**config.mk**
```make
export PLATFORM = sky130hd
export DESIGN_NAME = lrp_ctrl
export DESIGN_NICKNAME = d
export VERILOG_FILES = /design/src/hdl/lrp_pkg.sv /design/src/hdl/lrp_ctrl.sv
export SDC_FILE = /design/constraint.sdc
export NUM_CORES = 1
export LEC_CHECK = 0
export BUFFER_PORTS_ARGS = -buffer_cell sky130_fd_sc_hd__buf_2
export CAP_MARGIN = 20
export CORE_AREA = 5 5 42 44
export DETAILED_ROUTE_END_ITERATION = 10
export DIE_AREA = 0 0 47 49
export PLACE_DENSITY = 0.68
export SLEW_MARGIN = 20
export SYNTH_ARGS = -nofsm -noshare
export SYNTH_HDL_FRONTEND = slang
export SYNTH_SLANG_ARGS = --single-unit
```
**constraint.sdc**
```tcl
create_clock -name clk_i -period 1.5 [get_ports clk_i]
set_input_delay 0.225 -clock clk_i [delete_from_list [all_inputs] [get_ports clk_i]]
set_output_delay 0.225 -clock clk_i [all_outputs]
set_load 0.02 [all_outputs]
```
**src/hdl/lrp_pkg.sv**
```systemverilog
`timescale 1ns / 1ps
`default_nettype none

package lrp_pkg;

  // Item modes.
  localparam logic [1:0] MODE_ACTION = 2'd0;
  localparam logic [1:0] MODE_PROD   = 2'd1;
  localparam logic [1:0] MODE_TOKEN  = 2'd2;

  // Action entry kinds.
  localparam logic [1:0] KIND_EMPTY  = 2'd0;
  localparam logic [1:0] KIND_SHIFT  = 2'd1;
  localparam logic [1:0] KIND_REDUCE = 2'd2;
  localparam logic [1:0] KIND_ACCEPT = 2'd3;

  // Result status codes.
  localparam logic [2:0] ST_LOADED   = 3'd0;
  localparam logic [2:0] ST_SHIFTED  = 3'd1;
  localparam logic [2:0] ST_ACCEPTED = 3'd2;
  localparam logic [2:0] ST_ERROR    = 3'd3;
  localparam logic [2:0] ST_OVERFLOW = 3'd4;

  localparam int unsigned ENTRY_W   = 10;
  localparam int unsigned STATE_W   = 8;
  localparam logic [7:0]  REDUCE_CAP = 8'hFF;

  typedef enum logic [2:0] {
    S_IDLE,
    S_ACT_RD,
    S_ACT_EV,
    S_PROD_EV,
    S_POP_EV,
    S_GOTO_EV,
    S_FIN
  } lrp_state_e;

  typedef struct packed {
    logic       latch;
    logic       wr_action;
    logic       wr_prod;
    logic       act_rd;
    logic       goto_rd;
    logic       prod_rd;
    logic       pop;
    logic       push;
    logic       count;
    logic       set_status;
    logic [2:0] status;
    logic       clear;
    logic       out_load;
  } lrp_cmd_t;

  typedef struct packed {
    logic [1:0] kind;
    logic       inrange;
    logic       sp_full;
    logic       reds_cap;
    logic       prod_bad;
    logic       len_bad;
  } lrp_sts_t;

endpackage

`default_nettype wire

```
**src/hdl/lrp_ctrl.sv**
```systemverilog
`timescale 1ns / 1ps
`default_nettype none

module lrp_ctrl import lrp_pkg::*; (
  input  wire logic       clk_i,
  input  wire logic       rst_ni,
  input  wire logic       in_valid_i,
  output logic            in_stall_o,
  input  wire logic [1:0] mode_i,
  output logic            out_valid_o,
  input  wire logic       out_stall_i,
  output lrp_cmd_t        cmd_o,
  input  wire lrp_sts_t   sts_i
);

  lrp_state_e state_q, state_d;
  logic       out_valid_q, out_valid_d;
  logic       accept;

  assign in_stall_o  = (state_q != S_IDLE);
  assign out_valid_o = out_valid_q;
  assign accept      = in_valid_i && !in_stall_o;

  always_ff @(posedge clk_i or negedge rst_ni) begin
    if (!rst_ni) begin
      state_q     <= S_IDLE;
      out_valid_q <= 1'b0;
    end else begin
      state_q     <= state_d;
      out_valid_q <= out_valid_d;
    end
  end

  always_comb begin
    state_d = state_q;
    cmd_o   = '0;
    cmd_o.status = ST_LOADED;
    out_valid_d = out_valid_q && out_stall_i;

    case (state_q)
      S_IDLE: begin
        if (accept) begin
          cmd_o.latch     = 1'b1;
          cmd_o.wr_action = (mode_i == MODE_ACTION);
          cmd_o.wr_prod   = (mode_i == MODE_PROD);
          state_d = (mode_i == MODE_TOKEN) ? S_ACT_RD : S_FIN;
        end
      end
      S_ACT_RD: begin
        cmd_o.act_rd = 1'b1;
        state_d = S_ACT_EV;
      end
      S_ACT_EV: begin
        if (!sts_i.inrange || sts_i.kind == KIND_EMPTY) begin
          cmd_o.set_status = 1'b1;
          cmd_o.status     = ST_ERROR;
          cmd_o.clear      = 1'b1;
          state_d = S_FIN;
        end else if (sts_i.kind == KIND_ACCEPT) begin
          cmd_o.set_status = 1'b1;
          cmd_o.status     = ST_ACCEPTED;
          cmd_o.clear      = 1'b1;
          state_d = S_FIN;
        end else if (sts_i.kind == KIND_SHIFT) begin
          cmd_o.set_status = 1'b1;
          if (sts_i.sp_full) begin
            cmd_o.status = ST_OVERFLOW;
            cmd_o.clear  = 1'b1;
          end else begin
            cmd_o.status = ST_SHIFTED;
            cmd_o.push   = 1'b1;
          end
          state_d = S_FIN;
        end else begin
          if (sts_i.reds_cap || sts_i.prod_bad) begin
            cmd_o.set_status = 1'b1;
            cmd_o.status     = ST_ERROR;
            cmd_o.clear      = 1'b1;
            state_d = S_FIN;
          end else begin
            cmd_o.prod_rd = 1'b1;
            state_d = S_PROD_EV;
          end
        end
      end
      S_PROD_EV: begin
        if (sts_i.len_bad) begin
          cmd_o.set_status = 1'b1;
          cmd_o.status     = ST_ERROR;
          cmd_o.clear      = 1'b1;
          state_d = S_FIN;
        end else begin
          cmd_o.pop = 1'b1;
          state_d = S_POP_EV;
        end
      end
      S_POP_EV: begin
        cmd_o.goto_rd = 1'b1;
        state_d = S_GOTO_EV;
      end
      S_GOTO_EV: begin
        if (!sts_i.inrange || sts_i.kind != KIND_SHIFT) begin
          cmd_o.set_status = 1'b1;
          cmd_o.status     = ST_ERROR;
          cmd_o.clear      = 1'b1;
          state_d = S_FIN;
        end else begin
          cmd_o.push  = 1'b1;
          cmd_o.count = 1'b1;
          state_d = S_ACT_RD;
        end
      end
      S_FIN: begin
        // The result register is free once its previous beat has gone.
        if (!out_valid_q || !out_stall_i) begin
          cmd_o.out_load = 1'b1;
          out_valid_d    = 1'b1;
          state_d = S_IDLE;
        end
      end
      default: begin
        state_d = S_IDLE;
      end
    endcase
  end

endmodule

`default_nettype wire

```
==> results of run 1 <==
power groups by stage:
stage	sequential, W	clock (W)	combinational, W
floorplan	0.000214	0	0.000622
global placement	0.000243	0	0.000822
detailed placement	0.000248	0	0.000835
CTS	0.000247	0.000133	0.00107
global route	0.000275	0.000144	0.00130
finish	0.000258	0.000131	0.00121
routing by layer:
layer  wire length (µm)  global-route usage  vias to the layer above
met2                757               0.195                       19
met3                103              0.0258                        2
met1                528               0.144                      244
met5                  0                   0                        -
met4                 12              0.0553                        0
li1                   -                   -                      276
final cells by class:
type | instances | area (µm²) | share of cell area
clock buffer | 3 | 22.5 | 0.0264
sequential | 4 | 104 | 0.122
multi-input combinational | 43 | 389 | 0.457
timing repair buffer | 41 | 305 | 0.358
tap | 16 | 20.0 | 0.0235
inverter | 3 | 11.3 | 0.0132
cells by family (layout without fill, tap and decap cells):
logic type	Yosys count	count (layout)	share of synthesized area
simple gates	26	26	0.398
compound gates	17	17	0.291
buf+inv	6	47	0.0807
flops	4	4	0.231
worst min path at each step:
stage	start	end	cells after the start
after floorplan	rst_ni	out_valid_o	0
after global placement	rst_ni	out_valid_o	1
after detailed placement	rst_ni	out_valid_o	1
after CTS	out_stall_i	out_valid_o	3
after global routing	out_stall_i	out_valid_o	3
final	out_stall_i	out_valid_o	3
per-stage QoR:
stage,hold slack [ns],setup slack (ns)
after global placement,0.0303,0.00448
final,0.298,-0.163
after detailed placement,0.0296,-0.0370
after global routing,0.337,-0.212
after floorplan,-0.0706,-0.0363
after CTS,0.280,-0.158
state kept, by name, summed over array words and instances (netlist names):
name	flops
out_valid_o	1
state_q	3
what timing repair did:
item / CTS / global route
cloned: 0 / 0
pin swaps: 6 / 4
buffers inserted: 5 / 2
hold buffers: 1 / 0
resized for setup: 25 / 21
hold endpoints to repair: 4 / 0
endpoints found under the setup margin: 14 / 17
synthesized netlist by cell type:
cell       n
nor3b_1    3
nand3_1    1
or2_2      1
and3b_2    1
o22ai_1    1
a21boi_1   1
nor2b_1    3
buf_4      1
nor2_1     1
o21ai_2    1
a21oi_1    3
inv_1      3
buf_6      1
nor3b_4    1
nand2b_1   1
a2bb2oi_2  1
buf_2      1
or3b_1     1
and3_1     1
dfrtp_1    4
or3_1      1
nand3b_1   2
a21bo_2    1
o22ai_2    1
o211a_1    2
nand2_1    6
o21ai_0    2
a31oi_1    1
and3b_1    1
nor3_1     1
nor4b_1    1
o21ai_1    3
critical path: stages, from the launching register on:
cell and delay [ns]:
dfrtp_2 0.45, nor3b_4 0.22, a21bo_4 0.27, o21ai_2 0.13, buf_6 0.14
==> run metrics, run 1 <==
run status=complete, but fails checks; failing checks=setup timing; crit-path max FO=6; startpoint types=register; Worst Setup EP=cmd_o[3]; area post-placement=between 600 and 700 µm²; DIE HEIGHT=49 µm; Via density=4.92; leading cell type in the layout, fill and taps excluded=buf_2; Distinct cells, synth=32; switching share of power=0.441; Mean Syn Cell Area=between 8 and 9 µm²; WP data required=1.27 ns; H-tree depth=1; WL/cell=12.7 µm; I/O Buffers=29; post-synthesis cell area=434 µm²; final instance area=~850 µm²; FILL cells=~130; CTS sink cnt=4; FF-to-FF path depth=6; max-slew violations=0; post-route setup slack=-0.163 ns; Synth top area share=0.231; Final Power=0.00160 W; static leakage=~0.44 nW; Sum Neg Setup Slack=-1.05 ns; Critical R2R Launch=state_q[2]; Layout Nets=109; unrepaired setup endpoints after global routing=true; initial antenna violation count=0; post-route minimum period=1.66 ns; Ant. Diodes=0; Final Cycle Share=1.11; placed cell count=99; Fmax achieved=601 MHz; die area=2300 µm²; Worst-Skew Late Latency=0.23 ns; Max Buffers Root-to-Sink=2; IO Pins=30; max-cap viol count=0; final setup fails=13; Hold Crit Class=input port to register; Internal Power=0.000893 W; Routed WL=1400 µm; clock root buffer=clkbuf_4; Final Hold Fails=0; most frequent cells in the layout=17 x buf_2, 13 x buf_4, 10 x buf_6; Switching Power=0.000705 W; DRC=0; Pwr per Cell Area=1880 nW/µm²; critical path start-end classification=register to output pin; pin count of the biggest net entering global routing=8; Peak VDD IR=~0.99 mV; Core Region=1400 µm²; 1st-pass router iterations=2; first-pass GRT wire length=~2100 µm; leading post-synthesis cells by cell area=dfrtp_1 23%, nand2_1 5.2%, nor3b_1 5.2%; Num CTS Buffers=3; Reg clk slew, reported paths=0.03 ns; Syn-to-layout area delta=96.3%; Seq/Total Area, Yosys=0.231; area leader, netlist=dfrtp_1; routed vias=541; clock share of power=0.082; antenna-violating nets left=0; total congestion overflow=0; initial core utilization=0.310; Starting DRT DRC Count=11; Post-Syn Nets=66; Max-Slew Margin vs Limit=0.578; Synth Instances=53; Worst setup startpoint=state_q[2]; CP Capture Type=output pin; DP HPWL=972 µm; non-filler cells, final=110; CTS tree=built; site row count=14; Worst EP arrival=1.44 ns; Gate power share=0.757; Slew @ Worst Pin=0.625 ns; r2r endpoint=state_q[2]; post-layout util=0.608; yosys warns=0; DIE WIDTH=~47 µm; count of state elements after synthesis=4; GRT Total Usage=0.120; vias in the first global route=520; GPL Wtd Cong=0.831; layout cells sized above 1=0.745; r2r setup slk=-0.04 ns; Sequential Power Share=0.161; Final Skew=approximately 0.0025 ns
Note: power is estimated with default switching activity, not from simulation.
==> run 2, diff against run 1 <==
Clock period 1.5 ns to 1.89 ns, I/O delays scaled along.
==> run 2 against run 1 <==
Effect of this change: the flow now finishes without violations; sequential cell count did not move; clock power fell by 21%; clock-buffer cell count did not move; design area fell by 27%; critical endpoint unchanged; largest cell class unchanged.
==> run metrics, run 2 (synthesis results as in run 1) <==
run status=finished, final reports clean; post-route setup slack=0.128 ns (+0.291 ns); DIE HEIGHT=49 µm (unchanged); Fmax achieved=~570 MHz; 1st-pass router iterations=4 (+2); critical path start-end classification=register to output pin; site row count=14 (unchanged); max FFs per register=3 (unchanged); Peak VDD IR=0.708 mV (-28%); IO Pins=30 (unchanged); Final Cycle Share=0.932; Starting DRT DRC Count=7 (-4); GRT Total Usage=0.100 (-0.0198); DP HPWL=895 µm (-8.0%); leading cell type in the layout, fill and taps excluded=buf_2; die area=2300 µm² (unchanged); Pwr per Cell Area=1490 nW/µm² (-21%); Worst-Skew Late Latency=0.23 ns (about the same); Routed WL=1120 µm (-20%); hold depth=3 (unchanged); Layout Nets=99 (-9.2%); post-route minimum period=1.76 ns; CTS tree=built; WL/cell=11.2 µm (-12%); DP Worst Slack=0.277 ns (+0.314 ns); Worst EP arrival=1.48 ns (+0.04 ns); H-tree depth=1 (unchanged); Final Hold Fails=0 (unchanged); layout cells sized above 1=0.512 (-0.233); GPL Wtd Cong=0.733 (-12%); Hold Crit Class=input port to register; Slew @ Worst Pin=0.352 ns (-0.272 ns); Ant. Diodes=0 (unchanged); Reg clk slew, reported paths=0.04 ns (about the same); clock root buffer=clkbuf_4; vias in the first global route=423 (-19%); Max Buffers Root-to-Sink=2 (unchanged); initial antenna violation count=0 (unchanged); Sum Neg Setup Slack=0 ns (+1.05 ns); Final Skew=0.00151 ns (-0.000990 ns); final setup fails=0 (-13); max-cap viol count=0 (unchanged); non-filler cells, final=100 (-9.1%); startpoint types=register; register cell area after layout=104 µm² (unchanged); most frequent cells in the layout=29 x buf_2, 6 x nand2_1; total congestion overflow=0 (unchanged); CTS sink cnt=4 (unchanged); Core Region=1400 µm² (unchanged); Syn-to-layout area delta=42.7%; CP Capture Type=output pin; first-pass GRT wire length=1710 µm (-19%); crit-path max FO=9 (+3); routed vias=507 (-6.3%); WP data required=1.61 ns (+0.34 ns); antenna-violating nets left=0 (unchanged); FF-to-FF path depth=4 (-2); initial core utilization=0.310 (unchanged); hold slack=0.328 ns (+0.0306 ns); DIE WIDTH=47 µm (unchanged); DRC=0 (unchanged); Most flops, register=state_q; placed cell count=95 (-4.0%); I/O Buffers=29 (unchanged); Max-Slew Margin vs Limit=0.762 (+0.184); unrepaired setup endpoints after global routing=false; pin count of the biggest net entering global routing=12 (+4); static leakage=0.354 nW (-19%); post-layout util=0.442 (-0.166); multi-input logic area=299 µm² (-23%); FILL cells=151 (+20%); max-slew violations=0 (unchanged); Num CTS Buffers=3 (unchanged); Via density=5.07 (+3.1%)
run 2: layout make-up:
class / instances / share of cell area
multi-input cells: 43 / 0.483
well taps: 16 / 0.0323
flip-flops and latches: 4 / 0.168
inverters: 3 / 0.0182
clock buffers: 3 / 0.0364
repair buffers: 31 / 0.263
run 2: power breakdown:
group	internal [W]	switching [W]
sequential	0.000133	0.0000807
clock	0.0000709	0.0000325
combinational	0.000260	0.000344
total	0.000464	0.000457
run 2: final timing paths:
check / from / to / slack (ns)
max in group asynchronous: rst_ni / state_q[2] / 1.38
max reg2reg: state_q[2] / state_q[2] / 0.50
min reg2reg: out_valid_o / out_valid_o / 0.56
max: state_q[0] / cmd_o[3] / 0.13
min in group asynchronous: rst_ni / state_q[1] / 0.38
min: out_stall_i / out_valid_o / 0.33
run 2: worst max-delay path, stage by stage (launching register included):
cell and delay [ns]:
dfrtp_2 0.46, nor3b_4 0.21, a21bo_2 0.27, o21ai_1 0.12, buf_2 0.18
run 2: through the flow:
step,power [W],area (µm²)
floorplan,0.000661,434
global placement,0.000792,576
detailed placement,0.000800,576
CTS,0.000911,608
global route,0.00100,619
finish,0.000921,619
run 2: layer usage:
metal,vias to the layer above,track usage,share of wire
met1,232,0.126,0.42
met5,-,0,0
met4,0,0.0691,0.014
met3,2,0.0258,0.077
li1,256,-,-
met2,17,0.143,0.49
run 2: timing repair:
item,4_1_cts,5_1_grt
setup buffers,0,1
hold buffers,1,0
endpoints found under the setup margin,0,4
resized for setup,0,3
endpoints found under the hold margin,4,0
